File: src/hdl/wtss_pkg.sv
package wtss_pkg;

  localparam int unsigned NumDays     = 7;
  localparam int unsigned SlotsPerDay = 2;
  localparam int unsigned WordW       = 16;
  localparam int unsigned DayW        = 3;
  localparam int unsigned HourW       = 5;
  localparam int unsigned MinuteW     = 6;
  localparam int unsigned IndexW      = 4;
  localparam int unsigned CfgDataW    = 7;

  // schedule word layout
  localparam int unsigned OnOffBit = 15;
  localparam int unsigned HourMsb  = 12;
  localparam int unsigned HourLsb  = 8;
  localparam int unsigned MinMsb   = 7;
  localparam int unsigned MinLsb   = 0;
  localparam int unsigned SchedMinW = MinMsb - MinLsb + 1;

  typedef enum logic [0:0] {
    ModeTick  = 1'b0,
    ModeWrite = 1'b1
  } mode_e;

  typedef enum logic [0:0] {
    CfgMasterEnable  = 1'b0,
    CfgDayEnableMask = 1'b1
  } cfg_idx_e;

  typedef logic [SlotsPerDay-1:0][WordW-1:0] sched_row_t;

  typedef struct packed {
    mode_e              mode;
    logic [DayW-1:0]    day;
    logic [HourW-1:0]   hour;
    logic [MinuteW-1:0] minute;
    logic [IndexW-1:0]  entry_index;
    logic [WordW-1:0]   entry_value;
  } in_t;

  typedef struct packed {
    logic                   switch_valid;
    logic                   switch_on;
    logic [SlotsPerDay-1:0] slots_fired;
  } out_t;

endpackage

File: src/hdl/weekly_two_slot_switch_scheduler_top.sv
// channel   | handshake                   | payload
// ----------+-----------------------------+---------------------------------
// in        | in_valid_i / in_stall_o     | in_data_i  (tick or word write)
// out       | out_valid_o / out_stall_i   | out_data_o (one result per beat)
// cfg       | cfg_we_i, cfg_idx_i         | cfg_wdata_i (no read-back)
//
// one beat in per cycle unless in_stall_o is high: input register,
// then slot compare and flag update in a single pass into the result register
// schedule words and done flags sit in flops, one row of two words per day,
// so a single row read serves both a tick and a word write
// async active-low reset clears schedule, flags, enables and both valid bits
// a stall on the output holds the result and, through it, the input register
module weekly_two_slot_switch_scheduler_top (
  input  logic                       clk_i,
  input  logic                       rst_ni,
  input  logic                       in_valid_i,
  output logic                       in_stall_o,
  input  wtss_pkg::in_t              in_data_i,
  output logic                       out_valid_o,
  input  logic                       out_stall_i,
  output wtss_pkg::out_t             out_data_o,
  input  logic                       cfg_we_i,
  input  wtss_pkg::cfg_idx_e         cfg_idx_i,
  input  logic [wtss_pkg::CfgDataW-1:0] cfg_wdata_i
);
  import wtss_pkg::*;

  localparam logic [DayW-1:0] LastRow = DayW'(NumDays - 1);

  // configuration
  logic                master_en_q;
  logic [NumDays-1:0]  day_mask_q;

  // schedule state, one row per day
  sched_row_t [NumDays-1:0]                 words_q, words_d;
  logic [NumDays-1:0][SlotsPerDay-1:0]      done_q, done_d;

  // pipeline
  logic  in_valid_q;
  in_t   in_q;
  logic  out_valid_q;
  out_t  out_q;
  out_t  res;
  logic  advance;

  // combinational helpers
  logic [DayW-1:0]        rd_row;
  logic [DayW-1:0]        prev_row;
  logic                   idx_ok;
  logic                   day_ok;
  sched_row_t             row;
  logic [HourW-1:0]       slot_hour;
  logic [SchedMinW-1:0]   slot_min;
  logic [SchedMinW-1:0]   cur_min;
  logic [SlotsPerDay-1:0] cur_done;

  // the result register frees up when empty or when its beat is taken
  assign advance    = !out_valid_q || !out_stall_i;
  assign in_stall_o = in_valid_q && !advance;

  assign idx_ok   = in_q.entry_index < IndexW'(NumDays * SlotsPerDay);
  assign day_ok   = in_q.day != '0;
  assign prev_row = (in_q.day == DayW'(1)) ? LastRow : in_q.day - DayW'(2);
  assign cur_min  = SchedMinW'(in_q.minute);

  always_comb begin
    // one row address serves both beat kinds
    if (in_q.mode == ModeWrite) begin
      rd_row = idx_ok ? in_q.entry_index[IndexW-1:1] : '0;
    end else begin
      rd_row = day_ok ? in_q.day - DayW'(1) : '0;
    end
  end

  assign row = words_q[rd_row];

  always_comb begin
    words_d   = words_q;
    done_d    = done_q;
    res       = '0;
    cur_done  = '0;
    slot_hour = '0;
    slot_min  = '0;
    if (in_valid_q && advance) begin
      if (in_q.mode == ModeWrite) begin
        if (idx_ok) begin
          // a changed word may fire again
          if (row[in_q.entry_index[0]] != in_q.entry_value) begin
            done_d[rd_row][in_q.entry_index[0]] = 1'b0;
          end
          words_d[rd_row][in_q.entry_index[0]] = in_q.entry_value;
        end
      end else if (master_en_q && day_ok) begin
        done_d[prev_row] = '0;
        cur_done         = done_q[rd_row];
        if (day_mask_q[rd_row]) begin
          for (int s = 0; s < SlotsPerDay; s++) begin
            slot_hour = row[s][HourMsb:HourLsb];
            slot_min  = row[s][MinMsb:MinLsb];
            if (!cur_done[s] &&
                ((in_q.hour == slot_hour && cur_min >= slot_min) ||
                 in_q.hour > slot_hour)) begin
              // later slot wins the switch command
              res.switch_on      = row[s][OnOffBit];
              res.switch_valid   = 1'b1;
              res.slots_fired[s] = 1'b1;
              done_d[rd_row][s]  = 1'b1;
            end
          end
        end
      end
    end
  end

  always_ff @(posedge clk_i or negedge rst_ni) begin
    if (!rst_ni) begin
      master_en_q <= 1'b0;
      day_mask_q  <= '0;
    end else if (cfg_we_i) begin
      case (cfg_idx_i)
        CfgMasterEnable:  master_en_q <= cfg_wdata_i[0];
        CfgDayEnableMask: day_mask_q  <= cfg_wdata_i[NumDays-1:0];
        default: ;
      endcase
    end
  end

  always_ff @(posedge clk_i or negedge rst_ni) begin
    if (!rst_ni) begin
      words_q <= '0;
      done_q  <= '0;
    end else begin
      words_q <= words_d;
      done_q  <= done_d;
    end
  end

  // valid bits
  always_ff @(posedge clk_i or negedge rst_ni) begin
    if (!rst_ni) begin
      in_valid_q  <= 1'b0;
      out_valid_q <= 1'b0;
    end else begin
      if (in_valid_i && !in_stall_o) begin
        in_valid_q <= 1'b1;
      end else if (advance) begin
        in_valid_q <= 1'b0;
      end
      if (advance) begin
        out_valid_q <= in_valid_q;
      end
    end
  end

  // payload registers
  always_ff @(posedge clk_i) begin
    if (in_valid_i && !in_stall_o) begin
      in_q <= in_data_i;
    end
    if (advance) begin
      out_q <= res;
    end
  end

  assign out_valid_o = out_valid_q;
  assign out_data_o  = out_q;

endmodule
File: config.mk
export PLATFORM = sky130hd
export DESIGN_NAME = weekly_two_slot_switch_scheduler_top
export DESIGN_NICKNAME = d
export VERILOG_FILES = /design/src/hdl/wtss_pkg.sv /design/src/hdl/weekly_two_slot_switch_scheduler_top.sv
export SDC_FILE = /design/constraint.sdc
export NUM_CORES = 1
export LEC_CHECK = 0
export ABC_AREA = 0
export BUFFER_PORTS_ARGS = -buffer_cell sky130_fd_sc_hd__buf_4
export CAP_MARGIN = 20
export CELL_PAD_IN_SITES_DETAIL_PLACEMENT = 1
export CELL_PAD_IN_SITES_GLOBAL_PLACEMENT = 1
export CORE_ASPECT_RATIO = 0.7
export CORE_MARGIN = 2
export CORE_UTILIZATION = 42
export DETAILED_ROUTE_END_ITERATION = 16
export PLACE_DENSITY_LB_ADDON = 0.1
export RECOVER_POWER = 100
export SYNTH_ARGS = -nofsm -noshare
export SYNTH_HDL_FRONTEND = slang
export SYNTH_SLANG_ARGS = --single-unit
File: constraint.sdc
create_clock -name clk_i -period 6.43 [get_ports clk_i]
set_clock_uncertainty 0.2 [all_clocks]
set_input_delay 0 -clock clk_i [delete_from_list [all_inputs] [get_ports clk_i]]
set_output_delay 0 -clock clk_i [all_outputs]
set_load 0.01 [all_outputs]
---- Yosys cells after proc, flatten, opt, wreduce, memory -nomap -nowiden ----
Cells that the tools add are included.
W data, S select, Z words.
word-level totals
  latch bits .............................. 0
  output and inout bits ................... 6
  bits in read-only memories .............. 0
  bits in writable memories ............... 0
  logic and storage cells ................. 134
  bits of input ports ..................... 48
  flip-flop bits (word level) ............. 287
  memories kept ........................... 0
operators by class
  multiplexer cells ....................... 43
  reduce and logical (&&, ||, !) cells .... 28
  bitwise operators ....................... 10
  multiply operators ...................... 0
  $lt $le $gt $ge ......................... 11
  div/mod/pow operators ................... 0
  equal/unequal tests ..................... 6
  $add $sub $neg .......................... 2
  shifts and indexed selects .............. 0
operators by type and width
  operator              count
  $bwmux W224           1
  $mux W14              11
  $bmux W32 S3          1
  $demux W32 S3         1
  $mux W32              2
  $mux W16              3
  $and A14 B14 Y14      2
  $not A14 Y14          2
  $or A14 B14 Y14       2
  $demux W2 S3          4
  $demux W16 S1         1
  $ge A6 B8 Y1          2
  $ne A16 B16 Y1        1
  $mux W3               5
  $logic_and A1 B1 Y1   11
  $eq A5 B5 Y1          2
  $gt A5 B5 Y1          2
  $mux W2               5
  $lt A3 B4 Y1 const B  2
  $bmux W2 S3           1
  $ge A3 B1 Y1 const B  2
  $logic_not A1 Y1      6
  $mux W1               6
  $lt A4 B4 Y1 const B  1
  16 further kinds      24

---- Logic depth before layout (Yosys ltp) ----
Gate-level depths: netlist of run 1.
  depth after elaboration ................. 19
  mapped depth ............................ 22
  gate-level depth less buffers ........... 19

---- Least setup slack after synthesis of run 1 ----
OpenSTA, ideal clock, no wires.
  kind .................................... register to register
  start ................................... reg in_q[32] (netlist name)
  end ..................................... reg out_q (netlist bit out_data_o[3]) (data pin)
  stages on the path, launching flop included .. 18
  required time ........................... 5.968 ns
  data arrival time ....................... 3.977 ns
  period minus slack after synthesis ...... 4.439 ns
  slack ................................... 1.991 ns
  buffers on the path ..................... 1
  library setup time ...................... 0.262 ns
  cells stage by stage .................... edfxtp_1 or2_2 ha_1 nor2b_1 a31oi_2 clkbuf_1 a21oi_1 nor4b_1 ha_1 nand2b_1 a21o_1 a21o_1 a21oi_1 o21ai_0 nand3_1 nand3_1 and3b_1 or2_2
between the ends
  cells in the longest elaborated chain, start to end .. 11
  elaborated cells on any way between the ends .. 30
  those cells by class .................... 1 x add/sub; 4 x order compare; 2 x eq/ne; 10 x mux; 2 x bitwise; 11 x reduce/logical
RTL lines
  element                                              RTL line                                                                                RTL
  start: declaration                                   weekly_two_slot_switch_scheduler_top.sv:40                                              in_t in_q;
  start signal: assignment                             weekly_two_slot_switch_scheduler_top.sv:158                                             in_q <= in_data_i;
  $sub A3 B1 Y3 or $reduce_bool A3 Y1 (tied branches)  weekly_two_slot_switch_scheduler_top.sv:71, weekly_two_slot_switch_scheduler_top.sv:62
  $mux W3                                              weekly_two_slot_switch_scheduler_top.sv:71                                              rd_row = day_ok ? in_q.day - DayW'(1) : '0;
  $mux W3                                              weekly_two_slot_switch_scheduler_top.sv:68                                              if (in_q.mode == ModeWrite) begin
  $bmux W32 S3                                         weekly_two_slot_switch_scheduler_top.sv:75                                              assign row = words_q[rd_row];
  $mux W32 (implied by the code)                       weekly_two_slot_switch_scheduler_top.sv:75
  $ge A6 B8 Y1 or $eq A5 B5 Y1 (tied branches)         weekly_two_slot_switch_scheduler_top.sv:101                                             ((in_q.hour == slot_hour && cur_min >= slot_min) ||
  $logic_and A1 B1 Y1                                  weekly_two_slot_switch_scheduler_top.sv:101
  $logic_or A1 B1 Y1                                   weekly_two_slot_switch_scheduler_top.sv:101
  $logic_and A1 B1 Y1                                  weekly_two_slot_switch_scheduler_top.sv:100                                             if (!cur_done[s] &&
  $mux W2                                              weekly_two_slot_switch_scheduler_top.sv:100
  $mux W3                                              weekly_two_slot_switch_scheduler_top.sv:100
  end signal: assignment                               weekly_two_slot_switch_scheduler_top.sv:161                                             out_q <= res;
  end: declaration                                     weekly_two_slot_switch_scheduler_top.sv:42                                              out_t out_q;
Parallel ways exist; a longest one is shown, timed or not. The select of a mux whose other input is x is not followed.
A chain may end at the register's enable or synchronous reset.

---- Final worst setup path of run 1 ----
  start ................................... reg in_q[32] (netlist name)
  end ..................................... reg words_q[158] (netlist name)
between the ends
  cells in the longest elaborated chain, start to end .. 8
  elaborated cells on any way between the ends .. 10
  those cells by class .................... 1 x add/sub; 2 x order compare; 5 x mux; 2 x reduce/logical
RTL lines
  element                                                             RTL line                                                                                RTL
  $sub A3 B1 Y3 or $reduce_bool A3 Y1 (tied branches)                 weekly_two_slot_switch_scheduler_top.sv:71, weekly_two_slot_switch_scheduler_top.sv:62
  $mux W3 *                                                           weekly_two_slot_switch_scheduler_top.sv:71
  $mux W3 *                                                           weekly_two_slot_switch_scheduler_top.sv:68
  $lt A3 B4 Y1 (implied by the code) or $ge A3 B1 Y1 (tied branches)  weekly_two_slot_switch_scheduler_top.sv:91                                              words_d[rd_row][in_q.entry_index[0]] = in_q.entry_value;
  $logic_and A1 B1 Y1 (implied by the code)                           weekly_two_slot_switch_scheduler_top.sv:91
  $mux W32 (implied by the code)                                      weekly_two_slot_switch_scheduler_top.sv:91
  $demux W32 S3 *                                                     weekly_two_slot_switch_scheduler_top.sv:91
  $bwmux W224 *                                                       weekly_two_slot_switch_scheduler_top.sv:91
  end signal: assignment                                              weekly_two_slot_switch_scheduler_top.sv:133                                             words_q <= words_d;
  end: declaration                                                    weekly_two_slot_switch_scheduler_top.sv:35                                              sched_row_t [NumDays-1:0] words_q, words_d;
Every way passes the cells marked *; elsewhere a longest branch is shown, timed or not.

==> results.txt, run 1 <==
wire per inst - 25.3 µm
Root Driver - clkbuf_16
FILL cells - 3403
crit-path max cell delay - 2.02 ns
register area - 7380 µm²
met2 GRT Util - 40.3%
Gates resized, CTS repair - 0
total nets after synthesis - 1225
Hold Path Class - input port to flip-flop
combinational power share - 22.3%
switching power - 1.65 mW
Setup crit start kind - flip-flop
Fin Setup TNS - 0 ns
CTS tree - done
Crit Path Max Fanout - 30
Seq/Total Area, Yosys - 52.4%
Tcrit/Tclk final - 91.9%
internal power - 3.85 mW
M1 GR Usage - 38.5%
Max Freq - 169 MHz
number of global-route vias before repair - 10600
failing checks - capacitance limit, slew limit
CP max-delay cell - nor2_1
die width - 223 µm
relative slew slack - -195%
placed cell area - 15000 µm²
Top Usage Layer GRT - met2
Final Hold Viols - 0
status - complete, but fails checks
CTS buffer count - 30
Final Power - 5.50 mW
area delta synth->final - 19.2%
final WL - 44.1 mm
first-pass GRT wire length - 67.9 mm
worst slew pin tran - 4.43 ns
Post-synth EDFFs - 39
Setup CP Type - flip-flop to flip-flop
DRT antenna net count - 0
CTS Sinks - 287
core area - 33300 µm²
drt via density - 5.72
FP Rows - 56
Tmin final - 5.91 ns
# setup viols final - 0
initial DRC count - 698
Max Slew Vio Count - 452
initial core utilization - 42.3%
ANT cells - 0
fin nets - 1361
Syn Inst Count - 1151
share of layout cells above drive strength 1 - 29.0%
Net Sw Frac - 30.0%
sequential fraction of design power - 45.3%
asr flop ratio synth - 86.4%
Peak VDD IR - 0.000238 V
RSZ-0062 raised after global routing - no
Main synth FF type - dfrtp_1
GP Congestion - 0.829
worst hold slack - 0.152 ns
gr usage total - 26.0%
initial antenna violation count - 0
clock input transition at the sequential cells of the worst setup and hold paths - 0.07 ns
Worst Path Arrival - 6.17 ns
P per Cell Area - 327 nW/µm²
drt pass-1 iters - 5
Post-Syn Area per Cell - 12.2 µm²
Distinct cells, synth - 71
PortBufs - 53
total gr overflow - 0
HPWL Detailed - 27.3 mm
Die Span Y - 157 µm
CTS H-tree depth - 1
Clk pwr share - 32.4%
synth warn - 0
Post-CTS Hold Fix Bufs - 100
IO Count - 54
CTS Buffer Depth - 3
Post-route DRC - 0
worst path cell trace - or2_2 -> inv_1 -> ha_1 -> nor3_1 -> a21oi_4 -> clkbuf_2 -> nand3_1 -> clkbuf_1 -> nor2_1 -> mux2_2
Netlist Area Pre-Place - 14100 µm²
DR vias - 9986
die area - 35100 µm²
final instance area - 16800 µm²
clock latency on the worst-skew pair - 0.60 ns
area of the multi-input gates - 6320 µm²
worst path required time - 6.69 ns
Worst Setup End Kind - flip-flop
met3 usage - 3.68%
Seq cells post-synth - 287
maxcap violations - 14
largest net degree at the start of global routing - 174
leakage - 7.44 nW
Post-CTS Setup Inserts - 0
[cells by family (layout without fill, tap and decap cells)]
family                   after synthesis  count (layout)  share of synthesized area, %
multiplexers                         307             307                          23.9
AO/OA/AOI/OAI                        176             176                          8.77
buffers and inverters                 85             245                          2.84
flip-flops                           287             287                          52.4
adder cells (fa/ha/maj)               26              26                          2.31
AND/OR/NAND/NOR                      257             257                          8.97
XOR/XNOR                              13              13                         0.808
[synth_stat cells, types with 3 or more instances]
library cell  instances  share of area (%)
buf_2                32                1.1
clkbuf_1             29               0.77
and4_1                4               0.25
a32oi_1               5               0.31
buf_1                 6               0.16
nand3_1              16               0.57
ha_1                 26                2.3
and3_1                6               0.27
and2_1                6               0.27
a21o_1                6               0.32
buf_6                 3               0.24
nand2b_1              6               0.27
nand2_1              86                2.3
mux2i_1              67                4.8
nor2b_1               6               0.27
dfrtp_1             248                 44
o21ai_0              30                1.1
nor4_1                6               0.27
xnor2_1               5               0.31
o21a_1                7               0.37
inv_1                 9               0.24
nor2_2                3               0.13
edfxtp_1             39                8.3
o22ai_1              25                1.1
a2111oi_0             4               0.25
a31oi_1              17               0.75
a211oi_1             10               0.53
nor3_2               10               0.71
buf_4                 5               0.27
mux2_2              240                 19
nor2_1               64                1.7
nor3_1               26               0.92
a221oi_1             10               0.62
xor2_1                8               0.50
o2bb2ai_1             6               0.37
a21oi_1              29                1.0
nand4_1               5               0.22
[worst max-delay path, delay by kind of cell (launching register included)]
family	cells	cell delay, ns
and+or+nand+nor	4	2.78
DFF	1	0.54
AOI/OAI and AO/OA	1	0.42
muxes	1	0.47
adders and majority gates	1	0.17
buffers and inverters	3	1.18
[per-layer routing]
| metal | routed length, µm | part of all wire [%] | up-vias |
|---|---|---|---|
| met2 | 19100 | 43 | 211 |
| li1 | - | - | 4490 |
| met4 | 1170 | 2.6 | 0 |
| met1 | 22100 | 50 | 5217 |
| met3 | 1770 | 4.0 | 68 |
| met5 | 0 | 0 | - |
[path summary, 6_finish.rpt]
check	startpoint	to	slack, ns	depth (start not counted)
setup reg to reg	in_q[32]	words_q[158]	0.52	10
hold / removal	cfg_we_i	master_en_q	0.15	4
max in group asynchronous	rst_ni	words_q[150]	1.30	4
min in group asynchronous	rst_ni	out_valid_o	2.08	4
setup / recovery	in_q[32]	words_q[158]	0.52	10
hold reg to reg	words_q[12]	words_q[12]	0.30	1
[flip-flops by register name, indices dropped and copies added, names as in the netlist]
name         cells
words_q        224
in_q            29
done_q          14
day_mask_q       7
cur_min          6
out_data_o       4
in_valid_q       1
master_en_q      1
out_valid_o      1
[power by group through the flow]
| stage | logic [mW] | registers, mW | clock network [mW] |
|---|---|---|---|
| floorplan | 0.850 | 2.42 | 0 |
| global placement | 1.16 | 2.50 | 0 |
| detailed placement | 1.18 | 2.51 | 0 |
| CTS | 1.24 | 2.48 | 1.81 |
| global route | 1.34 | 2.54 | 1.88 |
| finish | 1.23 | 2.49 | 1.78 |
[area by class of cell]
type                    count  area share (%)
multi-input cells         779            37.7
flip-flops and latches    287            43.9
clock inverters            24            1.24
repair buffers            179            9.06
clock buffers              32            4.64
inverters                  10           0.224
well taps                 435            3.24
[through the flow]
step | util (%) | std cells | setup WS [ns]
after floorplan | - | 1151 | 1.99
after global placement | 45.0 | 1590 | 1.20
after detailed placement | 45.0 | 1590 | 0.993
after CTS | 51.0 | 1746 | 0.974
after global routing | 50.4 | 1746 | 0.345
final | 50.4 | 1746 | 0.518
[placed cells by master (no fill, tap or decap), types with 6 or more instances in the layout]
cell type,n
a211oi_1,10
a221oi_1,10
nand3_1,16
xor2_1,8
dfrtp_1,248
clkbuf_4,44
clkinv_1,6
inv_1,9
nor3_2,7
ha_1,26
o21a_1,7
o21ai_0,30
clkbuf_1,18
o2bb2ai_1,6
nor2b_1,6
nor3_1,29
a21oi_1,29
mux2_2,240
and3_1,6
nand2b_1,6
edfxtp_1,39
o22ai_1,25
clkinv_2,12
a31oi_1,17
nand2_1,86
clkbuf_16,31
nor2_1,61
buf_4,16
nor2_2,6
dlygate4sd3_1,99
nor4_1,6
mux2i_1,67
Note: power is estimated with default switching activity, not from simulation.
==> inputs of run 2 (changes only) <==
CORE_MARGIN = 8   (was 2)
RECOVER_POWER = default   (was 100)
==> run 2 against run 1 <==
Compared with the run above: final cell count decreased by 0.46%; clock power is 7% lower; sequential power barely moved; worst hold slack worse by 0.11 ns; die area up 13%; worst setup slack better by 0.36 ns; critical path depth is 8 higher; the flow now finishes without violations; utilization rose by 0.36 points; first-iteration DRC count up 1.4%; global-route usage down 3.7 points.
==> results.txt, run 2 (synthesized netlist as in run 1, its figures left out) <==
final instance area - 16900 µm² (+0.72%)
Tcrit/Tclk final - 86.3% (-5.6 points)
clock input transition at the sequential cells of the worst setup and hold paths - 0.06 ns (about the same)
Hold Path Class - input port to flip-flop
leakage - 7.48 nW (+0.57%)
Clk pwr share - 30.8% (-1.6 points)
commonest non-fill, non-tap cells in the layout - dfrtp_1, mux2_2, dlygate4sd3_1
DRT antenna net count - 0 (unchanged)
Max Freq - 180 MHz (+6.5%)
Gates resized, CTS repair - 0 (unchanged)
Post-route DRC - 0 (unchanged)
largest net degree at the start of global routing - 146 (-16%)
area delta synth->final - 20.0%
P per Cell Area - 318 nW/µm² (-2.7%)
initial core utilization - 42.3% (unchanged)
ANT cells - 0 (unchanged)
GP Congestion - 0.825 (-0.53%)
maxcap violations - 0 (-14)
wire per inst - 25.4 µm (+0.31%)
Tmin final - 5.55 ns (-0.362 ns)
commonest non-fill, non-tap cell in the layout - dfrtp_1
Peak VDD IR - 0.000207 V (-13%)
switching power - 1.60 mW (-3.1%)
Net Sw Frac - 29.6% (-0.33 points)
sequential fraction of design power - 46.0% (+0.7 points)
fin nets - 1354 (-0.51%)
HPWL Detailed - 27.2 mm (-0.31%)
worst slew pin tran - 0.944 ns (-3.49 ns)
first-pass GRT wire length - 68.9 mm (+1.5%)
core area - 33300 µm² (unchanged)
clock latency on the worst-skew pair - 0.57 ns (-0.03 ns)
CTS buffer count - 29 (-3.3%)
gr usage total - 22.3% (-3.7 points)
CTS Buffer Depth - 3 (unchanged)
DR vias - 10100 (+0.76%)
drt via density - 5.79 (+1.2%)
Setup CP Type - flip-flop to flip-flop
initial DRC count - 708 (+1.4%)
Worst Path Arrival - 5.66 ns (-0.51 ns)
Top reg by flops - words_q
Largest regs - words_q (224), in_q (29), done_q (14)
combinational power share - 23.2% (+0.9 points)
FP Rows - 56 (unchanged)
placed cell area - 15000 µm² (+0.27%)
Die Span Y - 169 µm (+7.6%)
status - finished, final reports clean
RSZ-0062 raised after global routing - no
number of global-route vias before repair - 10700 (+1.8%)
internal power - 3.79 mW (-1.6%)
IO Count - 54 (unchanged)
fin util - 50.8% (+0.36 points)
relative slew slack - 36.9% (+230 points)
Setup crit start kind - flip-flop
Worst Setup End Kind - flip-flop
initial antenna violation count - 0 (unchanged)
CTS tree - done
Max Slew Vio Count - 0 (-100%)
# setup viols final - 0 (unchanged)
final WL - 44.1 mm (-0.15%)
total gr overflow - 0 (unchanged)
PortBufs - 53 (unchanged)
Final Hold Viols - 0 (unchanged)
worst path required time - 6.54 ns (-0.15 ns)
drt pass-1 iters - 5 (unchanged)
die area - 39800 µm² (+13%)
die width - 235 µm (+5.4%)
CTS H-tree depth - 1 (unchanged)
Crit Path Max Fanout - 29 (-3.3%)
Root Driver - clkbuf_16
share of layout cells above drive strength 1 - 31.2% (+2.2 points)
Fin Setup TNS - 0 ns (unchanged)
max reg flops - 224 (unchanged)
CTS Sinks - 287 (unchanged)
[run 2: cell type report]
cell class                      instances  area [µm²]
Clock buffer                           49         881
Clock inverter                          5        31.3
Fill cell                            3364       16400
Inverter                               10        37.5
Multi-Input combinational cell        779        6420
Sequential cell                       287        7380
Tap cell                              435         544
Timing Repair Buffer                  173        1620
[run 2: power groups by stage]
stage               Sequential, mW  Clock [mW]  Combinational (mW)
floorplan                     2.42           0               0.850
global placement              2.49           0                1.16
detailed placement            2.50           0                1.19
CTS                           2.47        1.71                1.25
global route                  2.53        1.76                1.36
finish                        2.48        1.66                1.25
[run 2: layer usage]
metal | global-route usage [%] | up-vias | part of all wire, %
li1 | - | 4494 | -
met1 | 32.5 | 5295 | 49
met2 | 34.8 | 221 | 44
met3 | 3.62 | 52 | 4.5
met4 | 4.56 | 0 | 2.0
met5 | 0 | - | 0
[run 2: path summary, 6_finish.rpt]
check	from	slack [ns]	depth (start not counted)	end
min in group asynchronous	rst_ni	0.38	4	master_en_q
max in group asynchronous	rst_ni	4.84	4	words_q[155]
hold reg to reg	words_q[158]	0.31	1	words_q[158]
hold / removal	cfg_wdata_i[0]	0.04	3	day_mask_q[0]
setup / recovery	in_q[31]	0.88	18	out_data_o[3]
setup reg to reg	in_q[31]	0.88	18	out_data_o[3]
[run 2: critical path, cell delays in order (launching register included)]
cell and delay (ns):
edfxtp_1 0.55, or2_2 0.35, inv_1 0.06, ha_1 0.17
nor3_2 0.07, a21o_2 0.50, nor2_1 0.75, buf_4 0.28
a221oi_1 0.10, a221o_1 0.35, ha_1 0.30, a21o_1 0.16
a21o_1 0.18, a21oi_1 0.14, o21ai_0 0.13, nand3_1 0.15
nand3_1 0.26, and3b_1 0.32, or2_2 0.28
[run 2: repair_timing]
| action | in CTS | in global routing |
|---|---|---|
| hold buffers | 93 | 0 |
| hold endpoints to repair | 152 | 0 |
| buffers inserted | 0 | 0 |
[run 2: stage by stage]
stage          setup slack (ns)  hold WS [ns]  total power, mW  instances
2_1_floorplan              1.99        -0.496             3.27       1151
3_3_place_gp               1.06       -0.0984             3.65       1589
3_5_place_dp               1.00       -0.0955             3.69       1589
4_1_cts                   0.982        0.0288             5.42       1736
5_1_grt                   0.625        0.0379             5.65       1738
6_report                  0.879        0.0413             5.38       1738
